--- config.mk ---
export PLATFORM = sky130hd
export DESIGN_NAME = sfec_seq
export DESIGN_NICKNAME = d
export VERILOG_FILES = /design/src/sv/sfec_pkg.sv /design/src/sv/sfec_seq.sv
export SDC_FILE = /design/constraint.sdc
export NUM_CORES = 1
export LEC_CHECK = 0
export BUFFER_PORTS_ARGS = -buffer_cell sky130_fd_sc_hd__buf_2
export CAP_MARGIN = 20
export CORE_MARGIN = 2
export CORE_UTILIZATION = 63
export DETAILED_ROUTE_END_ITERATION = 10
export GPL_TIMING_DRIVEN = 0
export PLACE_DENSITY = 0.86
export SETUP_SLACK_MARGIN = 0.5
export SYNTH_ARGS = -nofsm -noshare
export SYNTH_HDL_FRONTEND = slang
export SYNTH_SLANG_ARGS = --single-unit
--- constraint.sdc ---
create_clock -name clk -period 8.64 [get_ports clk]
set_clock_uncertainty 0.05 [all_clocks]
set_input_delay 0.864 -clock clk [delete_from_list [all_inputs] [get_ports clk]]
set_output_delay 0.864 -clock clk [all_outputs]
set_load 0.02 [all_outputs]
--- src/sv/sfec_pkg.sv ---
// Shared types and constants for the spanning-forest edge classifier.
// No dependencies; imported by the sequencer, the top level and the checker.
package sfec_pkg;

	localparam int VERTEX_W = 10;
	localparam int COUNT_W  = 11;
	localparam int S_DATA_W = 24;
	localparam int M_DATA_W = 8;

	localparam logic [COUNT_W-1:0] COUNT_RESET = 11'd1024;

	// sequencer states
	typedef enum logic [2:0] {
		ST_CLEAR,
		ST_IDLE,
		ST_PAR,
		ST_GRD,
		ST_DONE
	} sfec_state_t;

	// result codes
	typedef enum logic [1:0] {
		STATUS_FOREST = 2'd0,
		STATUS_CYCLE  = 2'd1,
		STATUS_RANGE  = 2'd2
	} edge_status_t;

	// sequencer to output register
	typedef struct packed {
		logic         valid;
		edge_status_t status;
	} sfec_result_t;

endpackage

--- src/sv/sfec_seq.sv ---
// Sequencer: root finding with path halving, linking, range check and store clearing.
// Depends on sfec_pkg; drives the parent store ports.
module sfec_seq #(
	parameter int MAX_VERTICES = 1024,
	parameter int VW           = 10
) (
	input  logic                           clk,
	input  logic                           arst_n,
	input  logic                           s_tvalid,
	output logic                           s_tready,
	input  logic [sfec_pkg::S_DATA_W-1:0]  s_tdata,
	input  logic                           s_tlast,
	input  logic [sfec_pkg::COUNT_W-1:0]   vertex_count,
	input  logic                           out_free,
	output sfec_pkg::sfec_result_t         res,
	output logic                           mem_we,
	output logic [VW-1:0]                  mem_waddr,
	output logic [VW-1:0]                  mem_wdata,
	output logic [VW-1:0]                  mem_raddr,
	input  logic [VW-1:0]                  mem_rdata
);

	import sfec_pkg::*;

	localparam int CW = VW + 1;

	sfec_state_t           state_q, state_d;
	logic [VW-1:0]         x_q, x_d, b_q, b_d, ra_q, ra_d;
	logic                  side_q, side_d, last_q, last_d;
	edge_status_t          status_q, status_d;
	logic [CW-1:0]         cnt_q, cnt_d, dirty_q, dirty_d;
	logic [VERTEX_W-1:0]   in_a, in_b;
	logic                  a_ok, b_ok;
	logic [CW-1:0]         wr_top;

	assign in_a = s_tdata[VERTEX_W-1:0];
	assign in_b = s_tdata[2*VERTEX_W-1:VERTEX_W];

	// range check against both the configured count and the store depth
	assign a_ok = ({1'b0, in_a} < vertex_count) && (32'(in_a) < 32'(MAX_VERTICES));
	assign b_ok = ({1'b0, in_b} < vertex_count) && (32'(in_b) < 32'(MAX_VERTICES));

	assign wr_top = {1'b0, mem_waddr} + CW'(1);

	// control registers
	always_ff @(posedge clk or negedge arst_n) begin
		if (!arst_n) begin
			state_q <= ST_CLEAR;
			side_q  <= 1'b0;
			last_q  <= 1'b0;
			cnt_q   <= '0;
			dirty_q <= CW'(MAX_VERTICES);
		end else begin
			state_q <= state_d;
			side_q  <= side_d;
			last_q  <= last_d;
			cnt_q   <= cnt_d;
			dirty_q <= dirty_d;
		end
	end

	// working values
	always_ff @(posedge clk) begin
		x_q      <= x_d;
		b_q      <= b_d;
		ra_q     <= ra_d;
		status_q <= status_d;
	end

	// next state and store accesses
	always_comb begin
		state_d    = state_q;
		x_d        = x_q;
		b_d        = b_q;
		ra_d       = ra_q;
		side_d     = side_q;
		last_d     = last_q;
		status_d   = status_q;
		cnt_d      = cnt_q;
		dirty_d    = dirty_q;
		mem_we     = 1'b0;
		mem_waddr  = x_q;
		mem_wdata  = mem_rdata;
		mem_raddr  = x_q;
		s_tready   = 1'b0;
		res.valid  = 1'b0;
		res.status = status_q;

		unique case (state_q)
			ST_CLEAR: begin
				if (cnt_q == dirty_q) begin
					dirty_d = '0;
					state_d = ST_IDLE;
				end else begin
					mem_we    = 1'b1;
					mem_waddr = cnt_q[VW-1:0];
					mem_wdata = cnt_q[VW-1:0];
					cnt_d     = cnt_q + CW'(1);
				end
			end
			ST_IDLE: begin
				s_tready = 1'b1;
				if (s_tvalid) begin
					last_d = s_tlast;
					if (!(a_ok && b_ok)) begin
						status_d = STATUS_RANGE;
						state_d  = ST_DONE;
					end else begin
						x_d       = VW'(in_a);
						b_d       = VW'(in_b);
						side_d    = 1'b0;
						mem_raddr = VW'(in_a);
						state_d   = ST_PAR;
					end
				end
			end
			ST_PAR: begin
				if (mem_rdata == x_q) begin
					// x is a root
					if (!side_q) begin
						ra_d      = x_q;
						x_d       = b_q;
						side_d    = 1'b1;
						mem_raddr = b_q;
					end else begin
						if (ra_q != x_q) begin
							mem_we    = 1'b1;
							mem_waddr = ra_q;
							mem_wdata = x_q;
							status_d  = STATUS_FOREST;
						end else begin
							status_d  = STATUS_CYCLE;
						end
						state_d = ST_DONE;
					end
				end else begin
					// fetch the grandparent
					mem_raddr = mem_rdata;
					state_d   = ST_GRD;
				end
			end
			ST_GRD: begin
				// halve the path: x points at its grandparent, then step there
				mem_we    = 1'b1;
				mem_waddr = x_q;
				mem_wdata = mem_rdata;
				x_d       = mem_rdata;
				mem_raddr = mem_rdata;
				state_d   = ST_PAR;
			end
			ST_DONE: begin
				if (out_free) begin
					res.valid = 1'b1;
					if (last_q) begin
						cnt_d   = '0;
						state_d = ST_CLEAR;
					end else begin
						state_d = ST_IDLE;
					end
				end
			end
			default: begin
				state_d = ST_IDLE;
			end
		endcase

		// high-water mark of written entries, bounds the next clear
		if (mem_we && (state_q != ST_CLEAR) && (wr_top > dirty_q)) begin
			dirty_d = wr_top;
		end
	end

endmodule

==> summary.md, run 1 <==
| Metric | Value |
|---|---|
| CP startpoint | mem_rdata[6] |
| Sequential element share of the synthesized area | 0.3139 |
| Synth Net Count | 652 |
| Worst relative slew slack | 0.4125 |
| GRT Util Overall | 0.3814 |
| Post-Place Cell Area | 5749 sq um |
| Row Count | 33 |
| Status | finished, final reports clean |
| Setup ws final | 3.820 ns |
| CP Capture Type | register |
| Nets | 745 |
| Maximum clock frequency | 207.5 MHz |
| GRT Residual Overflow | 0 |
| Non-Filler Instances | 776 |
| CTS tree | yes |
| Slew @ Worst Pin | 0.8779 ns |
| Worst setup path category | in -> reg |
| Hold depth | 0 |
| Top cells by count, synth | 54 x a21oi_1, 50 x nand2_1, 36 x inv_1 |
| Post-CTS sizing | 0 |
| Fin area | 6012 sq um |
| Starting Density | 0.6414 |
| H-tree depth | 3 |
| Worst reg2reg path depth | 19 |
| Clock Sinks | 59 |
| Die Wd | 95.01 um |
| Final routed DRC violation total | 0 |
| Syn Inst Count | 573 |
| Final setup viols | 0 |
| Worst hold slack | 0.4041 ns |
| Hold Fails Final Rpt | 0 |
| CTS clock-pin slew for the worst setup and hold paths | 0.08 ns |
| Final period utilization | 0.5579 |
| Setup TNS | 0 ns |
| Worst skew pair latency | 0.36 ns |
| Vias per cell | 6.630 |
| Power density cells | 375.2 nW/um^2 |
| RSZ-0062 raised after global routing | false |
| Via count | 5,145 |
| Port Buffers | 80 |
| Placeable Area | 8134 sq um |
| Worst reg2reg setup slack | 3.86 ns |
| CTS Buffer Depth | 2 |
| WP data arrival | 5.02 ns |
| WHS Endpoint | ra_q[7] |
| Cell taking the most area after synthesis | edfxtp_1 |
| Reg-to-Reg Start | state_q[2] |
| Leak pwr | 2.700 nW |
| Fin util | 0.7391 |
| Clk Tree Root Cell | clkbuf_8 |
| Syn Area/Cell | 9.106 sq um |
| Asr flop ratio synth | 0.4576 |
| Synth warnings | 0 |
| Library cells used by synthesis | 73 |
| Final HPWL DP | 12,690 um |
| Post-CTS Setup Inserts | 0 |
| #FFs+latches synth | 59 |
| Largest net degree at the start of global routing | 28 |
| Initial antenna violation count | 0 |
| DR iter-0 viols | 583 |
| CTS buffer count | 9 |
| GPL Wtd Cong | 1.003 |
| Die Span Y | 95.01 um |
| Area of the mapped netlist | 5218 sq um |
| Peak supply drop | 0.2361 mV |
| Post-CTS Hold Buffers | 0 |
| Total Wirelength | 16,930 um |
| Max-slew violations | 0 |
| Pre-antenna DRT Iters | 6 |
| Area growth, synth to finish | 15.23% |
| Pre-CTS setup slack | 3.532 ns |
| N_diodes | 0 |
| Most area-consuming cells after synthesis | edfxtp_1 18%, dfrtp_1 12%, ha_1 7.0% |
| First-pass GRT wire length | 25,620 um |
| Number of synthesized flops with an enable pin | 32 |
| Max_cap viols | 0 |
| Cell count after placement | 758 |
| Top-count cell post-synth | a21oi_1 |
| Most common flop cell mapped by yosys | edfxtp_1 |
| Hold Crit Class | reg -> reg |
| Die Area | 9026 sq um |
| Critical path required time | 8.84 ns |
| Layout cells sized above 1 | 0.2370 |
| Hold Crit Start | x_q[7] |
| CP Max Fanout | 10 |
| I/O pin count | 85 |
| R2r endpoint | dirty_q[8] |
| Pwr Total | 2.256 mW |
| Routed Antenna Nets | 0 |
| WL/cell | 21.82 um |
| Top-area cell type share of the netlist area | 0.1842 |
| Crit start category | input pin |
| Tmin final | 4.820 ns |
| Vias in the first global route | 4,940 |
| Fill count | 631 |
## worst max-delay path: stages
cell	delay (ns)
buf_2	0.14
xnor2_1	0.21
nand4_2	0.19
nor3_2	0.61
nand4_1	0.27
nand3_4	0.22
o211ai_4	0.13
or4b_4	0.58
xnor2_2	0.16
inv_1	0.06
ha_1	0.30
nand3_1	0.09
nor2_1	0.15
nand4_1	0.13
a21oi_1	0.13
nor2_1	0.06
o21bai_2	0.19
buf_6	0.20
mux2_2	0.34
## area by class of cell
type | instances | area [sq um] | area share
Timing Repair Buffer | 82 | 415.4 | 0.06909
Multi-Input combinational cell | 437 | 3166 | 0.5265
Tap cell | 105 | 131.4 | 0.02185
Inverter | 36 | 135.1 | 0.02248
Clock inverter | 7 | 123.9 | 0.02060
Buffer | 41 | 279.0 | 0.04641
Clock buffer | 9 | 123.9 | 0.02060
Sequential cell | 59 | 1638 | 0.2724
## report_power, final
group          switching (mW)  internal (mW)  leakage (nW)
combinational           0.924          0.543          1.94
clock                   0.137          0.194         0.120
sequential             0.0641          0.394         0.644
total                    1.12           1.13          2.70
## sequential cells by signal (all words and copies together) (netlist names)
signal and cells:
ra_q 10, last_q 1, side_q 1, dirty_q 11, status_q 2, x_q 10, b_q 10, state_q 3
cnt_q 11
## layer usage
metal,share of wire,GRT usage,vias up,wire length (um)
met5,0,0,-,0
met1,0.37,0.4685,2420,6257
met2,0.48,0.6389,377,8052
met3,0.10,0.07263,89,1744
met4,0.052,0.1908,0,877
li1,-,-,2259,-
## cell usage in the layout, fill, tap and decap left out, types with 4 or more instances in the layout
master     instances
nor2_1            34
nand4_1           11
buf_2             83
and3_1             5
buf_6             12
mux2i_1           22
xor2_1            16
or3_1              7
a22oi_1           14
ha_1              29
a21o_1             7
edfxtp_1          32
a21oi_1           54
mux2_2            13
nor3_1             8
dfrtp_1           26
clkbuf_8          11
o21bai_1           4
and2_1             5
clkbuf_1          18
o21ai_0           23
nand2_1           50
buf_4              4
xnor2_1           29
inv_1             36
a2bb2oi_1         10
o2bb2ai_1          6
nand2b_1          13
nand3_1            9
## worst max path at each step
stage,endpoint,slack (ns),depth (start not counted)
after floorplan,dirty_q[8],4.17,18
after global placement,dirty_q[8],3.59,19
after detailed placement,dirty_q[8],3.53,19
after CTS,dirty_q[8],3.90,19
after global routing,dirty_q[6],3.54,19
final,dirty_q[8],3.82,19
## logic make-up (layout without fill, tap and decap cells)
logic type | count (synthesis) | after routing | synth area share
AND/OR/NAND/NOR | 170 | 170 | 0.1755
flip-flops | 59 | 59 | 0.3139
AO/OA/AOI/OAI | 151 | 151 | 0.1976
adder cells (fa/ha/maj) | 29 | 29 | 0.06954
buffers and inverters | 77 | 175 | 0.07938
XOR/XNOR | 46 | 46 | 0.07866
multiplexers | 41 | 41 | 0.08537
No activity file was read; power rests on OpenSTA's default activity.
==> inputs of run 2 (changes only) <==
- ABC_AREA: not set -> 1
- CORE_UTILIZATION: 63 -> 53
- PLACE_DENSITY: 0.86 -> 0.76
- clock period: 8.64 -> 4.25 ns (I/O delays scaled with it)
==> summary.md, run 2 <==
| Metric | Value |
|---|---|
| Top cells by count, synth | 246 x nand2_1, 95 x inv_1, 49 x nand3_1 |
| R2r endpoint | dirty_q[2] |
| RSZ-0062 raised after global routing | true |
| WP data arrival | 3.96 ns (-1.06 ns) |
| Top-count cell post-synth | nand2_1 |
| Asr flop ratio synth | 0.4576 (unchanged) |
| I/O pin count | 85 (unchanged) |
| Top-area cell type share of the netlist area | 0.1781 (-0.006106) |
| Largest net degree at the start of global routing | 28 (unchanged) |
| Syn Area/Cell | 6.945 sq um (-24%) |
| CTS buffer count | 9 (unchanged) |
| Pre-antenna DRT Iters | 9 (+3) |
| Reg-to-Reg Start | x_q[4] |
| Number of synthesized flops with an enable pin | 32 (unchanged) |
| First-pass GRT wire length | 26,830 um (+4.7%) |
| Initial antenna violation count | 0 (unchanged) |
| Status | finished, final reports clean |
| Sw power | 3.687 mW (+230%) |
| Worst skew pair latency | 0.35 ns (about the same) |
| Die Area | 11,010 sq um (+22%) |
| Final setup viols | 0 (unchanged) |
| Max-slew violations | 0 (unchanged) |
| CP Max Fanout | 5 (-5) |
| Gate power share | 0.772 (+0.122) |
| CTS clock-pin slew for the worst setup and hold paths | 0.07 ns (about the same) |
| Most area-consuming cells after synthesis | edfxtp_1 18%, nand2_1 17%, dfrtp_1 12% |
| Most common library cell in the layout ignoring fill and taps | nand2_1 |
| Leak pwr | 3.575 nW (+32%) |
| Setup TNS | 0 ns (unchanged) |
| Worst hold slack | 0.04389 ns (-0.3602 ns) |
| Worst reg2reg setup slack | 0.53 ns (-3.33 ns) |
| DR iter-0 viols | 559 (-4.1%) |
| Via count | 6,331 (+23%) |
| Syn Inst Count | 777 (+36%) |
| Internal | 2.947 mW (+160%) |
| Nets | 1,027 (+38%) |
| Switch share | 0.5558 (+0.05728) |
| Max_cap viols | 0 (unchanged) |
| N_diodes | 0 (unchanged) |
| Slew @ Worst Pin | 0.9560 ns (+0.07807 ns) |
| Synth Net Count | 856 (+31%) |
| CTS tree | yes |
| Hold Crit Class | in -> async |
| Row Count | 36 (+9.1%) |
| Final period utilization | 0.8749 |
| CP Capture Type | register |
| Die Wd | 104.9 um (+10%) |
| H-tree depth | 3 (unchanged) |
| Peak supply drop | 0.6877 mV (+190%) |
| Final HPWL DP | 13,080 um (+3.1%) |
| Routed Antenna Nets | 0 (unchanged) |
| Vias per cell | 5.830 (-12%) |
| Clk Tree Root Cell | clkbuf_8 |
| Area growth, synth to finish | 30.77% |
| Port Buffers | 80 (unchanged) |
| Total Wirelength | 18,960 um (+12%) |
| Most common flop cell mapped by yosys | edfxtp_1 |
| Worst setup path category | reg -> reg |
| Synth warnings | 0 (unchanged) |
| #FFs+latches synth | 59 (unchanged) |
| GRT Util Overall | 0.3077 (-0.07370) |
| GPL Wtd Cong | 0.9276 (-7.6%) |
| GRT Residual Overflow | 0 (unchanged) |
| Vias in the first global route | 5,570 (+13%) |
| Tmin final | 3.718 ns |
| WL/cell | 17.46 um (-20%) |
| Area of the mapped netlist | 5396 sq um (+3.4%) |
| CTS Buffer Depth | 2 (unchanged) |
| Library cells used by synthesis | 45 (-38%) |
| Cell taking the most area after synthesis | edfxtp_1 |
| Worst relative slew slack | 0.3603 (-0.05224) |
| Clk pwr share | 0.067 (-0.080) |
| Reg power frac | 0.161 (-0.042) |
| Crit start category | register |
| Placeable Area | 9819 sq um (+21%) |
| Die Span Y | 104.9 um (+10%) |
| Maximum clock frequency | 268.9 MHz |
| Layout cells sized above 1 | 0.3263 (+0.08938) |
| Sequential element share of the synthesized area | 0.3035 (-0.01041) |
| Commonest non-fill, non-tap cells in the layout | 224 x nand2_1, 85 x buf_2, 84 x inv_1 |
| Worst reg2reg path depth | 27 (+8) |
| Top flop regs | cnt_q x11, dirty_q x11 |
| Hold Fails Final Rpt | 0 (unchanged) |
| Starting Density | 0.5496 (-0.09187) |
| Clock Sinks | 59 (unchanged) |
| Power density cells | 940.0 nW/um^2 (+150%) |
| Critical path required time | 4.49 ns (-4.35 ns) |
| Final routed DRC violation total | 0 (unchanged) |
==> run 2: cell types whose count changed after synthesis, sizes merged, moves of 22 or more <==
cell	before	now
a21oi	56	33
nand2	50	266
nand3	10	61
xnor2	30	8
inv	36	112
mux2i	22	0
nor2	34	59
==> run 2: repair_timing <==
item,4_1_cts,5_1_grt
cloned,0,4
endpoints found under the setup margin,11,11
gates resized for setup,4,80
hold buffers,0,0
buffers inserted,13,63
pin swaps,3,44
==> run 2: final cells by class <==
class	count	area (sq um)
clock inverters	3	16.27
multi-input cells	587	3522
well taps	133	166.4
flip-flops and latches	59	1638
repair buffers	158	1031
inverters	113	426.7
plain buffers	20	117.6
fillers	782	2763
clock buffers	13	138.9
==> run 2: worst max-delay path by stage <==
stage                 from    endpoint  slack, ns
finish              x_q[4]  dirty_q[2]       0.53
global route        x_q[0]  dirty_q[2]       0.37
CTS                 x_q[6]  dirty_q[1]       0.50
detailed placement  x_q[5]  dirty_q[1]       0.22
global placement    x_q[5]  dirty_q[5]       0.35
floorplan           x_q[3]  dirty_q[0]       0.88
==> run 2: cells by family after synthesis <==
logic type               share of synthesized area
AND/OR/NAND/NOR                             0.3819
buffers and inverters                      0.09923
AO/OA/AOI/OAI                               0.1203
flip-flops                                  0.3035
adder cells (fa/ha/maj)                    0.06724
XOR/XNOR                                   0.02574
multiplexers                              0.002087
==> run 2: per-layer routing <==
layer  track usage  share of wire  vias to the layer above
li1              -              -                     2910
met1        0.3774           0.37                     2912
met2        0.5181           0.47                      405
met3       0.05427           0.10                      104
met4        0.1552          0.059                        0
met5             0              0                        -
==> run 2: metrics by stage <==
step           setup WS [ns]  power [mW]  area (sq um)  cells    util
4_1_cts               0.5023       5.561          6248   1019  0.6363
3_3_place_gp          0.3498       4.859          5963    990  0.6073
5_1_grt               0.3675       7.038          7057   1086  0.7187
2_1_floorplan         0.8833       3.847          5396    777       -
3_5_place_dp          0.2184       4.955          5963    990  0.6073
6_report              0.5318       6.634          7057   1086  0.7187
==> run 2: worst max-delay path: stages, from the launching register on <==
cell and delay (ns):
edfxtp_1 0.50, xnor2_2 0.23, nand2_4 0.10, nor2_4 0.13, nand3_4 0.13, clkbuf_16 0.19
nor2_2 0.13, nand2_1 0.07, nand3_1 0.12, nand2_2 0.08, nor2_4 0.15, inv_1 0.07
nand2_1 0.07, nand2_2 0.08, ha_4 0.27, nand2_2 0.06, inv_2 0.10, nand3_4 0.08
nor4_4 0.31, inv_1 0.07, nor2_1 0.11, nand2_1 0.07, nand2_2 0.09, inv_2 0.05
nand2_4 0.07, buf_6 0.14, nand3_2 0.06, nand2_1 0.07
==> run 2: power groups by stage <==
| stage | clock (mW) | sequential, mW | combinational [mW] |
|---|---|---|---|
| after global placement | 0 | 1.10 | 3.76 |
| after detailed placement | 0 | 1.11 | 3.85 |
| after CTS | 0.448 | 1.07 | 4.04 |
| final | 0.447 | 1.07 | 5.12 |
| after floorplan | 0 | 1.02 | 2.83 |
| after global routing | 0.471 | 1.08 | 5.49 |
